===== src/sv/mac_pkg.sv =====
`timescale 1ns / 1ps

package mac_pkg;

  localparam int CASH_W    = 48;
  localparam int IDX_W     = 16;
  localparam int PERIOD_W  = 9;
  localparam int PRICE_W   = 24;
  localparam int PROFIT_W  = 49;
  localparam int ACT_W     = 2;
  localparam int CFG_IDX_W = 3;
  localparam int CNT_W     = $clog2(CASH_W);

  localparam int DEF_MAX_PERIOD = 256;
  localparam int DEF_PRICE_BITS = 24;

  localparam logic [PERIOD_W-1:0] RST_PERIOD_A = 9'd5;
  localparam logic [PERIOD_W-1:0] RST_PERIOD_B = 9'd20;
  localparam logic [IDX_W-1:0]    RST_START    = 16'd19;
  localparam logic [CASH_W-1:0]   RST_CASH     = 48'd1000000;

  localparam logic [CFG_IDX_W-1:0] CFG_PERIOD_A = 3'd0;
  localparam logic [CFG_IDX_W-1:0] CFG_PERIOD_B = 3'd1;
  localparam logic [CFG_IDX_W-1:0] CFG_START    = 3'd2;
  localparam logic [CFG_IDX_W-1:0] CFG_CASH     = 3'd3;

  localparam logic [ACT_W-1:0] ACT_NONE  = 2'd0;
  localparam logic [ACT_W-1:0] ACT_BUY   = 2'd1;
  localparam logic [ACT_W-1:0] ACT_SELL  = 2'd2;
  localparam logic [ACT_W-1:0] ACT_FINAL = 2'd3;

  typedef enum logic [3:0] {
    OP_NONE,
    OP_LOAD,
    OP_SUM,
    OP_CMP,
    OP_EVAL,
    OP_DIV,
    OP_BUY,
    OP_MLO,
    OP_MHI,
    OP_SELL,
    OP_LIQ,
    OP_FIN
  } dp_op_e;

  typedef struct packed {
    dp_op_e     op;
    logic [1:0] sel;
  } dp_cmd_t;

  typedef struct packed {
    logic sum_done;
    logic buy;
    logic sell;
    logic need_liq;
    logic out_free;
  } dp_stat_t;

endpackage


===== src/sv/mac_ctrl.sv =====
`timescale 1ns / 1ps

module mac_ctrl (
  input  logic              clk_i,
  input  logic              rst_ni,
  input  logic              in_valid_i,
  output logic              in_stall_o,
  input  mac_pkg::dp_stat_t stat_i,
  output mac_pkg::dp_cmd_t  cmd_o
);
  import mac_pkg::*;

  typedef enum logic [3:0] {
    S_IDLE,
    S_SUM,
    S_CMP,
    S_EVAL,
    S_DIV,
    S_BUY,
    S_CHK,
    S_MLO,
    S_MHI,
    S_COMMIT,
    S_FIN
  } state_e;

  state_e           state_q;
  logic [CNT_W-1:0] cnt_q;
  logic             sell_q;

  always_comb begin
    cmd_o.op  = OP_NONE;
    cmd_o.sel = cnt_q[1:0];
    unique case (state_q)
      S_IDLE:   cmd_o.op = in_valid_i ? OP_LOAD : OP_NONE;
      S_SUM:    cmd_o.op = OP_SUM;
      S_CMP:    cmd_o.op = OP_CMP;
      S_EVAL:   cmd_o.op = OP_EVAL;
      S_DIV:    cmd_o.op = OP_DIV;
      S_BUY:    cmd_o.op = OP_BUY;
      S_CHK:    cmd_o.op = OP_NONE;
      S_MLO:    cmd_o.op = OP_MLO;
      S_MHI:    cmd_o.op = OP_MHI;
      S_COMMIT: cmd_o.op = sell_q ? OP_SELL : OP_LIQ;
      S_FIN:    cmd_o.op = stat_i.out_free ? OP_FIN : OP_NONE;
      default:  cmd_o.op = OP_NONE;
    endcase
  end

  assign in_stall_o = state_q != S_IDLE;

  always_ff @(posedge clk_i or negedge rst_ni) begin
    if (!rst_ni) begin
      state_q <= S_IDLE;
      cnt_q   <= '0;
      sell_q  <= 1'b0;
    end else begin
      unique case (state_q)
        S_IDLE: begin
          if (in_valid_i) begin
            state_q <= S_SUM;
          end
        end
        S_SUM: begin
          if (stat_i.sum_done) begin
            state_q <= S_CMP;
            cnt_q   <= '0;
          end
        end
        S_CMP: begin
          cnt_q <= cnt_q + CNT_W'(1);
          if (cnt_q == CNT_W'(3)) begin
            state_q <= S_EVAL;
          end
        end
        S_EVAL: begin
          cnt_q <= '0;
          if (stat_i.buy) begin
            state_q <= S_DIV;
          end else if (stat_i.sell) begin
            state_q <= S_MLO;
            sell_q  <= 1'b1;
          end else begin
            state_q <= S_CHK;
          end
        end
        S_DIV: begin
          cnt_q <= cnt_q + CNT_W'(1);
          if (cnt_q == CNT_W'(CASH_W - 1)) begin
            state_q <= S_BUY;
          end
        end
        S_BUY: state_q <= S_CHK;
        S_CHK: begin
          if (stat_i.need_liq) begin
            state_q <= S_MLO;
            sell_q  <= 1'b0;
          end else begin
            state_q <= S_FIN;
          end
        end
        S_MLO:    state_q <= S_MHI;
        S_MHI:    state_q <= S_COMMIT;
        S_COMMIT: state_q <= S_CHK;
        S_FIN: begin
          if (stat_i.out_free) begin
            state_q <= S_IDLE;
          end
        end
        default: state_q <= S_IDLE;
      endcase
    end
  end

endmodule


===== config.mk =====
export PLATFORM = sky130hd
export DESIGN_NAME = mac_ctrl
export DESIGN_NICKNAME = d
export VERILOG_FILES = /design/src/sv/mac_pkg.sv /design/src/sv/mac_ctrl.sv
export SDC_FILE = /design/constraint.sdc
export NUM_CORES = 1
export LEC_CHECK = 0
export ABC_AREA = 1
export BUFFER_PORTS_ARGS = -buffer_cell sky130_fd_sc_hd__buf_2
export CAP_MARGIN = 5
export CORE_MARGIN = 1
export CORE_UTILIZATION = 55
export CTS_BUF_LIST = sky130_fd_sc_hd__clkbuf_4
export DETAILED_ROUTE_END_ITERATION = 16
export PLACE_DENSITY_LB_ADDON = 0.25
export SYNTH_ARGS = -nofsm -noshare
export SYNTH_HDL_FRONTEND = slang
export SYNTH_SLANG_ARGS = --single-unit

===== constraint.sdc =====
create_clock -name clk_i -period 2 [get_ports clk_i]
set_input_delay 0.6 -clock clk_i [delete_from_list [all_inputs] [get_ports clk_i]]
set_output_delay 0.6 -clock clk_i [all_outputs]
set_load 0.005 [all_outputs]

; After elaboration in Yosys (flattened, before gate mapping)
; Index checks and enable logic that the tools add are counted.
[classes]
reduce_logical = 9
eq_ne = 20
addsub = 1
muxes = 19
[op_table]
columns = op, count
row1 = one-hot mux 4 bit (10 select lines), 2
row2 = 2-to-1 mux 4 bit, 7
row3 = one-hot mux 6 bit (3 select lines), 1
row4 = "== test 4 x 3 -> 1 bit, second input constant", 4
row5 = "!= test 2 bit, second input constant", 8
row6 = "== test 4 bit, second input constant", 3
row7 = "== test 4 x 2 -> 1 bit, second input constant", 2
row8 = "adder 6 x 1 -> 6 bit, second input constant", 1
row9 = "== test 6 x 2 -> 1 bit, second input constant", 1
row10 = "== test 6 bit, second input constant", 1
row11 = 2-to-1 mux 6 bit, 1
row12 = 2-to-1 mux 1 bit, 5
row13 = AND reduction 5 bit, 1
row14 = "== test 4 x 1 -> 1 bit, second input constant", 1
row15 = logical NOT 4 bit, 1
row16 = 2-to-1 mux 2 bit, 2
row17 = AND reduction 4 bit, 1
row18 = nonzero test 4 bit, 1
row19 = OR reduction 2 bit, 2
row20 = nonzero test 3 bit, 1
row21 = one-hot mux 1 bit (2 select lines), 1
row22 = AND reduction 2 bit, 1
row23 = nonzero test 2 bit, 1
[totals]
ff_bits = 11
wordCells = 52
out_inout_bits = 7

; Logic depth before layout (Yosys ltp)
; Gate-level depths: netlist of run 1.
[depth]
word_depth = 4
mapped_depth = 10
depth_no_buf = 10

; Least setup slack after synthesis of run 1
; OpenSTA, ideal clock, no wires.
[synth_timing]
path_kind = flip-flop to output port
start = reg state_q[2]
end = out cmd_o[2] (netlist bit)
n_path_buf = 0
path_stages_with_launch = 6
t_arrival_ns = 1.019
path_slack_ns = 0.381
required_ns = 1.400
cell_sequence = dfrtp_1 > nor2_1 > nand2_1 > nand2_2 > inv_2 > nand3_1
[synth_rtl]
columns = item, line
row1 = from (decl), mac_ctrl.sv:27  ; state_e state_q;
row2 = from (signal assigned), mac_ctrl.sv:54  ; state_q <= S_IDLE;
row3 = from (signal assigned), mac_ctrl.sv:61  ; state_q <= S_SUM;
row4 = from (signal assigned), mac_ctrl.sv:66  ; state_q <= S_CMP;
row5 = to (decl), mac_ctrl.sv:9  ; output mac_pkg::dp_cmd_t cmd_o

==> results.sh, run 1 <==
export IMPL_maxCapViolations=0
export IMPL_slew_headroom=0.831
export IMPL_cts_tree="yes"
export IMPL_root_buffer="clkbuf_4"
export IMPL_slowest_stage="dfrtp_2"
export IMPL_post_drt_wl_per_cell_um=13.2
export IMPL_drt_iter0_drc=41
export IMPL_post_route_period_util=0.988
export IMPL_final_max_slew_viol_count=0
export IMPL_clkTransAtPathRegs_ns=0.08
export IMPL_worstPathArrival_ns=1.38
export IMPL_fin_worst_skew_ns=0.00709
export IMPL_synth_distinct_cells=24
export IMPL_start_util=0.627
export IMPL_hold_viol=0
export IMPL_avgSynthCellArea_um2=6.35
export IMPL_htreeDepth=1
export IMPL_grt_pass1_vias=893
export IMPL_drive_above_1_share=0.312
export IMPL_final_core_util=0.768
export IMPL_antenna_left=0
export IMPL_nNetsFinal=167
export IMPL_wl_um=2270
export IMPL_diodes=0
export IMPL_die_area_um2=1720
export IMPL_synth_seq_cells=11
export IMPL_drc=0
export IMPL_crit_chain="inv_4, nor2_4, nand3_2, nand2_1, nor2_1, nand3_1, buf_2"
export IMPL_synthTopCellsByCount="nand2_1 (41), nand3_1 (17), inv_1 (15), nor2_1 (15), dfrtp_1 (11)"
export IMPL_p_leak_nw=0.576
export IMPL_rows=13
export IMPL_setup_worst_path_end_class="output pin"
export IMPL_max_freq_mhz=506
export IMPL_synth_top_area_share=0.321
export IMPL_overflow=0
export IMPL_clock_sinks=11
export IMPL_syn2layout_area_growth_pct=22.5
export IMPL_hold_buffers=0
export IMPL_crit_fanout=6
export IMPL_synth_most_common_cell="nand2_1"
export IMPL_fp_dieH_um=41.5
export IMPL_die_x_um=41.5
export IMPL_grt_max_degree=12
export IMPL_synth_seq_area_share=0.321
export IMPL_rsz0062_at_grt="yes"
export IMPL_status="finished clean"
export IMPL_grt_first_pass_wirelength_um=3720
export IMPL_hpwl_um=1660
export IMPL_synth_fp_nets=144
export IMPL_syn_area_um2=857
export IMPL_crit_path_start_kind="flop"
export IMPL_ys_warn_count=0
export IMPL_hp_class="in2async"
export IMPL_post_route_min_period_ns=1.98
export IMPL_clk_path_buf_depth=2
export IMPL_power_density_nw_per_um2=1690
export IMPL_core_um2=1370
export IMPL_numCtsBuffers=3
export IMPL_place_congestion=0.973
export IMPL_worst_pin_slew_ns=0.253
export IMPL_antenna_found_initial=0
export IMPL_detail_route_first_pass_iterations=4
export IMPL_clk_latency_ns=0.27
export IMPL_setup_violations=0
export IMPL_io_pins=15
export IMPL_synth_top_flop_cell="dfrtp_1"
export IMPL_synth_cells=135
export IMPL_async_reset_ff_frac=1.00
export IMPL_synth_edf_count=0
export IMPL_tns_ns=0
export IMPL_post_drt_via_cell_ratio=5.74
export IMPL_portBuffers=14
export IMPL_synth_area_top_cells="dfrtp_1 (32%), nand2_1 (18%), nand3_1 (9.9%), inv_1 (6.6%), nor2_1 (6.6%)"
export IMPL_track_usage=0.275
export IMPL_vias=987
export IMPL_vdd_drop_max_uv=1140
export IMPL_cpPeakStageDelay_ns=0.46
export IMPL_critPathKind="reg2out"
export IMPL_worstPathRequired_ns=1.40
export IMPL_synth_top_area_cell="dfrtp_1"
==> layout make-up <==
type	count	area (um^2)
Multi-Input combinational cell	101	524
Fill cell	108	317
Sequential cell	11	280
Timing Repair Buffer	20	115
Inverter	21	81.3
Clock buffer	4	30.0
Tap cell	15	18.8
==> critical path, delay by kind of cell (launching register included) <==
kind | cells | cell delay [ns]
flip-flops | 1 | 0.46
AND/OR/NAND/NOR | 5 | 0.47
buffers and inverters | 2 | 0.16
==> final timing paths <==
kind / startpoint / to / slack, ns / cells after the start
worst max-delay path: state_q[1] / cmd_o[2] / 0.02 / 7
worst min-delay path: rst_ni / state_q[2] / 0.18 / 1
worst max register to register: state_q[3] / state_q[1] / 0.47 / 10
worst min register to register: cnt_q[1] / cnt_q[1] / 0.54 / 2
max in group asynchronous: rst_ni / state_q[0] / 1.60 / 1
min in group clk_i: cnt_q[1] / cnt_q[1] / 0.54 / 2
==> cells in the final DEF (no fill, tap or decap), types with 2 or more instances in the layout <==
cell / count
clkbuf_4: 4
a21oi_1: 2
buf_4: 6
nand4_1: 2
o21ai_1: 4
dfrtp_1: 7
nand2_2: 4
nor2_1: 14
nand3_1: 16
inv_2: 5
nand3_2: 2
nand2_1: 40
o21ai_0: 2
nor2_4: 6
dfrtp_2: 4
inv_1: 14
buf_2: 14
==> report_power, final <==
part / internal (W) / leakage (nW) / total, W / switching [W]
Combinational: 0.000453 / 0.417 / 0.00114 / 0.000684
Clock: 0.0000908 / 0.0184 / 0.000172 / 0.0000812
Sequential: 0.000314 / 0.140 / 0.000459 / 0.000145
Total: 0.000858 / 0.576 / 0.00177 / 0.000911
==> kinds of logic (layout without fill, tap and decap cells) <==
family                     Yosys count  after routing  synth area share
buffers and inverters               23             45             0.109
xor gates and xnor gates             1              1            0.0102
adders and majority gates            1              1            0.0146
DFF                                 11             11             0.321
AOI/OAI and AO/OA                   11             11            0.0730
and+or+nand+nor                     88             88             0.472
==> stage by stage <==
step,setup slack (ns),std cells,instance area (um^2),hold WS (ns),power (W)
2_1_floorplan,0.381,135,857,0.304,0.00112
3_3_place_gp,0.236,164,946,0.486,0.00138
5_1_grt,-0.0467,172,1050,0.203,0.00191
4_1_cts,0.00818,171,1040,0.186,0.00172
6_report,0.0244,172,1050,0.179,0.00177
3_5_place_dp,0.186,164,946,0.483,0.00141
==> registers in the layout, summed over array words and instances, names as in the netlist <==
signal,cells
state_q,4
sell_q,1
cnt_q,6
==> timing repair <==
| item | 4_1_cts | 5_1_grt |
|---|---|---|
| gates resized for setup | 13 | 1 |
| buffers inserted | 3 | 1 |
| pin swaps | 2 | 1 |
| hold endpoints to repair | 0 | 0 |
| endpoints found under the setup margin | 3 | 2 |
==> routing by layer <==
| metal | up-vias | share of wire | wire length (um) | GRT usage |
|---|---|---|---|---|
| li1 | 471 | - | - | - |
| met1 | 442 | 0.42 | 949 | 0.401 |
| met2 | 64 | 0.46 | 1050 | 0.419 |
| met3 | 10 | 0.086 | 195 | 0.0261 |
| met4 | 0 | 0.034 | 76 | 0.103 |
| met5 | - | 0 | 0 | 0 |
Power figures use the tool's default switching activity.
==> run 2, diff against run 1 <==
- CORE_UTILIZATION: 55 -> 29
==> run 2 against run 1 <==
  * The flow now finishes with violations (setup timing)
  * Fmax down 1.3%
  * Combinational power down 8%
  * Worst setup slack worse by 0.025 ns
  * Non-clock buffer count down 2
  * Global-route usage down 13 points
  * Wire length down 7.1%
  * Die area up 85%
  * Via count down 8.1%
  * Clock power up 5%
  * Critical path depth unchanged
  * Worst hold slack worse by 0.0019 ns
  * Clock-buffer cell count unchanged
  * Critical path type unchanged
  * Critical endpoint unchanged
  * Highest routed layer is now met3
==> results.sh, run 2 (synthesized netlist as in run 1, its figures left out) <==
export IMPL_status="complete, but fails checks"
export IMPL_violations="setup timing"
export IMPL_diodes=0
export IMPL_wl_um=2110
export IMPL_hp_class="in2async"
export IMPL_nNetsFinal=165
export IMPL_worst_pin_slew_ns=0.271
export IMPL_hold_buffers=0
export IMPL_clock_sinks=11
export IMPL_vias=907
export IMPL_die_x_um=56.4
export IMPL_drc=0
export IMPL_fin_worst_skew_ns=0.0106
export IMPL_io_pins=15
export IMPL_crit_fanout=6
export IMPL_grt_pass1_vias=834
export IMPL_worstPathRequired_ns=1.40
export IMPL_hpwl_um=1620
export IMPL_critPathKind="reg2out"
export IMPL_maxCapViolations=0
export IMPL_post_route_min_period_ns=2.00
export IMPL_drive_above_1_share=0.303
export IMPL_crit_path_start_kind="flop"
export IMPL_portBuffers=14
export IMPL_rsz0062_at_grt="yes"
export IMPL_p_leak_nw=0.559
export IMPL_place_congestion=0.928
export IMPL_largest_register="cnt_q"
export IMPL_drt_iter0_drc=42
export IMPL_root_buffer="clkbuf_4"
export IMPL_die_area_um2=3180
export IMPL_post_route_period_util=1.00
export IMPL_power_w=0.00168
export IMPL_final_cell_mix="nand2_1 (40), nand3_1 (16), inv_1 (14), buf_2 (14), nor2_1 (13)"
export IMPL_final_core_util=0.375
export IMPL_post_drt_via_cell_ratio=4.88
export IMPL_cts_tree="yes"
export IMPL_core_um2=2780
export IMPL_detail_route_first_pass_iterations=4
export IMPL_worstPathArrival_ns=1.40
export IMPL_post_drt_wl_per_cell_um=11.3
export IMPL_slew_headroom=0.819
export IMPL_antenna_left=0
export IMPL_layout_cells_most_common="nand2_1"
export IMPL_clkTransAtPathRegs_ns=0.09
export IMPL_pre_cts_ws_ns=0.175
export IMPL_grt_first_pass_wirelength_um=3600
export IMPL_rows=19
export IMPL_clk_path_buf_depth=2
export IMPL_htreeDepth=1
export IMPL_nFillCells=287
export IMPL_final_cells=186
export IMPL_syn2layout_area_growth_pct=21.8
export IMPL_clk_latency_ns=0.28
export IMPL_power_density_nw_per_um2=1610
export IMPL_final_max_slew_viol_count=0
export IMPL_numCtsBuffers=3
export IMPL_grt_max_degree=12
export IMPL_antenna_found_initial=0
export IMPL_largest_registers="cnt_q x6, state_q x4, sell_q x1"
export IMPL_reg2reg_slack_ns=0.55
export IMPL_place_inst=180
export IMPL_tns_ns=-0.000926
export IMPL_setup_violations=1
export IMPL_setup_worst_path_end_class="output pin"
export IMPL_max_freq_mhz=500
export IMPL_start_util=0.308
export IMPL_fp_dieH_um=56.4
export IMPL_setup_ws_ns=-0.000926
export IMPL_vdd_drop_max_uv=676
export IMPL_overflow=0
export IMPL_track_usage=0.144
export IMPL_hold_viol=0
export IMPL_largest_reg_flops=6
run 2: what timing repair did:
| action | in CTS | in global routing |
|---|---|---|
| setup buffers | 1 | 1 |
| gates resized for setup | 11 | 1 |
| setup endpoints to repair | 3 | 2 |
| pin swaps | 2 | 1 |
run 2: through the flow:
stage          hold slack, ns  area [um^2]
4_1_cts                 0.193         1030
3_3_place_gp            0.501          966
3_5_place_dp            0.500          966
2_1_floorplan           0.304          857
5_1_grt                 0.199         1040
6_report                0.177         1040
run 2: critical path, cell delays in order, from the launching register on:
cell and delay (ns):
dfrtp_2 0.45, inv_2 0.08, nor2_4 0.15, nand3_2 0.13, nand2_2 0.09, nor2_2 0.04, nand3_1 0.06, buf_2 0.11
run 2: path summary, 6_finish.rpt:
kind                       startpoint          to  cells after the start
setup reg to reg             cnt_q[0]  state_q[1]                      9
setup / recovery           state_q[1]    cmd_o[2]                      7
min in group clk_i             sell_q      sell_q                      2
hold / removal                 rst_ni  state_q[3]                      1
max in group asynchronous      rst_ni  state_q[0]                      1
hold reg to reg                sell_q      sell_q                      2
run 2: power by group:
group | internal (W) | switching, W | total, W
Sequential | 0.000314 | 0.000133 | 0.000447
Combinational | 0.000419 | 0.000631 | 0.00105
Clock | 0.0000909 | 0.0000892 | 0.000180
run 2: cell type report:
cell class	instances	area, um^2	share of cell area
well taps	31	38.8	0.0372
repair buffers	18	100	0.0959
inverters	21	78.8	0.0755
flip-flops and latches	11	280	0.269
clock buffers	4	30.0	0.0288
multi-input cells	101	515	0.494
run 2: metal layers:
layer	routed length, um	global-route usage	part of all wire
met1	1100	0.207	0.52
met2	914	0.216	0.43
met3	93	0.0253	0.044
met4	0	0.0488	0
met5	0	0	0
==> run 3, diff against run 2 <==
- RECOVER_POWER: not set -> 25
- clock period: 2 -> 2.5 ns (I/O delays scaled with it)
==> run 3 against run 2 <==
  * The flow now finishes without violations
  * Via count increased by 1.2%
  * Final area is 6.1% lower
  * Sequential power shrank 25%
  * Register-to-register slack improved by 0.53 ns
  * Global-route usage shrank 0.10 points
  * Die area did not move
  * Largest power group unchanged
==> results.sh, run 3 (synthesized netlist as in run 1, its figures left out) <==
export IMPL_status="finished clean"
export IMPL_crit_fanout=6
export IMPL_overflow=0
export IMPL_clock_power_share=0.112
export IMPL_hold_viol=0
export IMPL_syn2layout_area_growth_pct=14.3
export IMPL_vias=918
export IMPL_clkTransAtPathRegs_ns=0.07
export IMPL_numCtsBuffers=3
export IMPL_worst_pin_slew_ns=0.630
export IMPL_root_buffer="clkbuf_4"
export IMPL_wl_um=2020
export IMPL_drive_above_1_share=0.219
export IMPL_p_sw_w=0.000637
export IMPL_clk_latency_ns=0.27
export IMPL_core_um2=2780
export IMPL_htreeDepth=1
export IMPL_slowest_stage="dfrtp_1"
export IMPL_hold_buffers=0
export IMPL_die_x_um=56.4
export IMPL_grt_max_degree=12
export IMPL_crit_path_start_kind="flop"
export IMPL_grt_first_pass_wirelength_um=3470
export IMPL_post_drt_wl_per_cell_um=11.1
export IMPL_max_freq_mhz=430
export IMPL_critPathKind="reg2out"
export IMPL_track_usage=0.143
export IMPL_cpPeakStageDelay_ns=0.43
export IMPL_final_cell_mix="nand2_1 (41), nand3_1 (17), nor2_1 (15), inv_1 (15), buf_2 (13)"
export IMPL_nNetsFinal=161
export IMPL_reg2reg_from="cnt_q[0]"
export IMPL_largest_reg_flops=6
export IMPL_final_max_slew_viol_count=0
export IMPL_nFillCells=307
export IMPL_tns_ns=0
export IMPL_vdd_drop_max_uv=462
export IMPL_path_buf_inv=2
export IMPL_final_core_util=0.352
export IMPL_fin_worst_skew_ns=0.000817
export IMPL_seqPwrFrac=0.275
export IMPL_p_int_w=0.000591
export IMPL_crit_chain="nor2_1, nand2_1, nand2_2, inv_2, nand3_1, buf_2"
export IMPL_power_density_nw_per_um2=1250
export IMPL_die_area_um2=3180
export IMPL_start_util=0.308
export IMPL_startpoint="state_q[2]"
export IMPL_hp_class="in2async"
export IMPL_whs_ns=0.460
export IMPL_layout_cells_most_common="nand2_1"
export IMPL_pre_cts_ws_ns=0.372
export IMPL_grt_pass1_vias=800
export IMPL_largest_register="cnt_q"
export IMPL_post_route_period_util=0.930
export IMPL_drc=0
export IMPL_fp_dieH_um=56.4
export IMPL_portBuffers=14
export IMPL_setup_worst_path_end_class="output pin"
export IMPL_clk_path_buf_depth=2
export IMPL_place_congestion=0.873
export IMPL_worstPathRequired_ns=1.75
export IMPL_combPwrFrac=0.614
export IMPL_ctsResizeCount=0
export IMPL_clock_sinks=11
export IMPL_detail_route_first_pass_iterations=4
export IMPL_post_route_min_period_ns=2.32
export IMPL_cts_tree="yes"
export IMPL_antenna_left=0
export IMPL_hpwl_um=1630
export IMPL_postCtsSetupBuffers=0
export IMPL_antenna_found_initial=0
export IMPL_setup_ws_ns=0.175
export IMPL_post_drt_via_cell_ratio=5.04
export IMPL_largest_registers="cnt_q x6, state_q x4, sell_q x1"
export IMPL_io_pins=15
export IMPL_slew_headroom=0.580
export IMPL_swShare=0.519
export IMPL_rsz0062_at_grt="no"
export IMPL_maxCapViolations=0
export IMPL_cpLargestDelayFamily="simple AND/OR/NAND/NOR gates"
export IMPL_rows=19
export IMPL_worstPathArrival_ns=1.57
export IMPL_setup_violations=0
export IMPL_drt_iter0_drc=29
export IMPL_diodes=0
export IMPL_p_leak_nw=0.539
run 3: cell types whose count changed in the layout (fill, tap and decap cells not counted), sizes merged:
| cell | delta |
|---|---|
| clkbuf | +1 |
| buf | -5 |
run 3: path summary, 6_finish.rpt:
check | endpoint | slack [ns] | depth (start not counted)
worst max-delay path | cmd_o[2] | 0.18 | 6
worst min-delay path | cnt_q[0] | 0.46 | 1
worst max register to register | state_q[1] | 1.08 | 9
worst min register to register | sell_q | 0.51 | 2
max in group asynchronous | state_q[2] | 1.64 | 1
min in group clk_i | sell_q | 0.51 | 2
run 3: routing by layer:
layer / part of all wire / track usage / vias up
met5: 0 / 0 / -
met1: 0.47 / 0.193 / 431
met3: 0.053 / 0.0230 / 4
li1: - / - / 456
met4: 0.025 / 0.0836 / 0
met2: 0.45 / 0.214 / 27
run 3: power groups by stage:
stage / Clock [W] / Sequential (W) / Combinational (W)
after detailed placement: 0 / 0.000341 / 0.000751
final: 0.000137 / 0.000337 / 0.000753
after CTS: 0.000140 / 0.000338 / 0.000754
after floorplan: 0 / 0.000319 / 0.000573
after global placement: 0 / 0.000339 / 0.000751
after global routing: 0.000146 / 0.000350 / 0.000855
run 3: metrics by stage:
stage,instances,power (W),area [um^2]
2_1_floorplan,135,0.000893,857
3_3_place_gp,178,0.00109,951
3_5_place_dp,178,0.00109,951
4_1_cts,182,0.00123,981
5_1_grt,182,0.00135,980
6_report,182,0.00123,980
run 3: layout make-up:
| type | instances | area, um^2 | share of cell area |
|---|---|---|---|
| Multi-Input combinational cell | 101 | 488 | 0.498 |
| Sequential cell | 11 | 275 | 0.281 |
| Inverter | 21 | 78.8 | 0.0805 |
| Timing Repair Buffer | 14 | 68.8 | 0.0702 |
| Tap cell | 31 | 38.8 | 0.0396 |
| Clock buffer | 4 | 30.0 | 0.0307 |
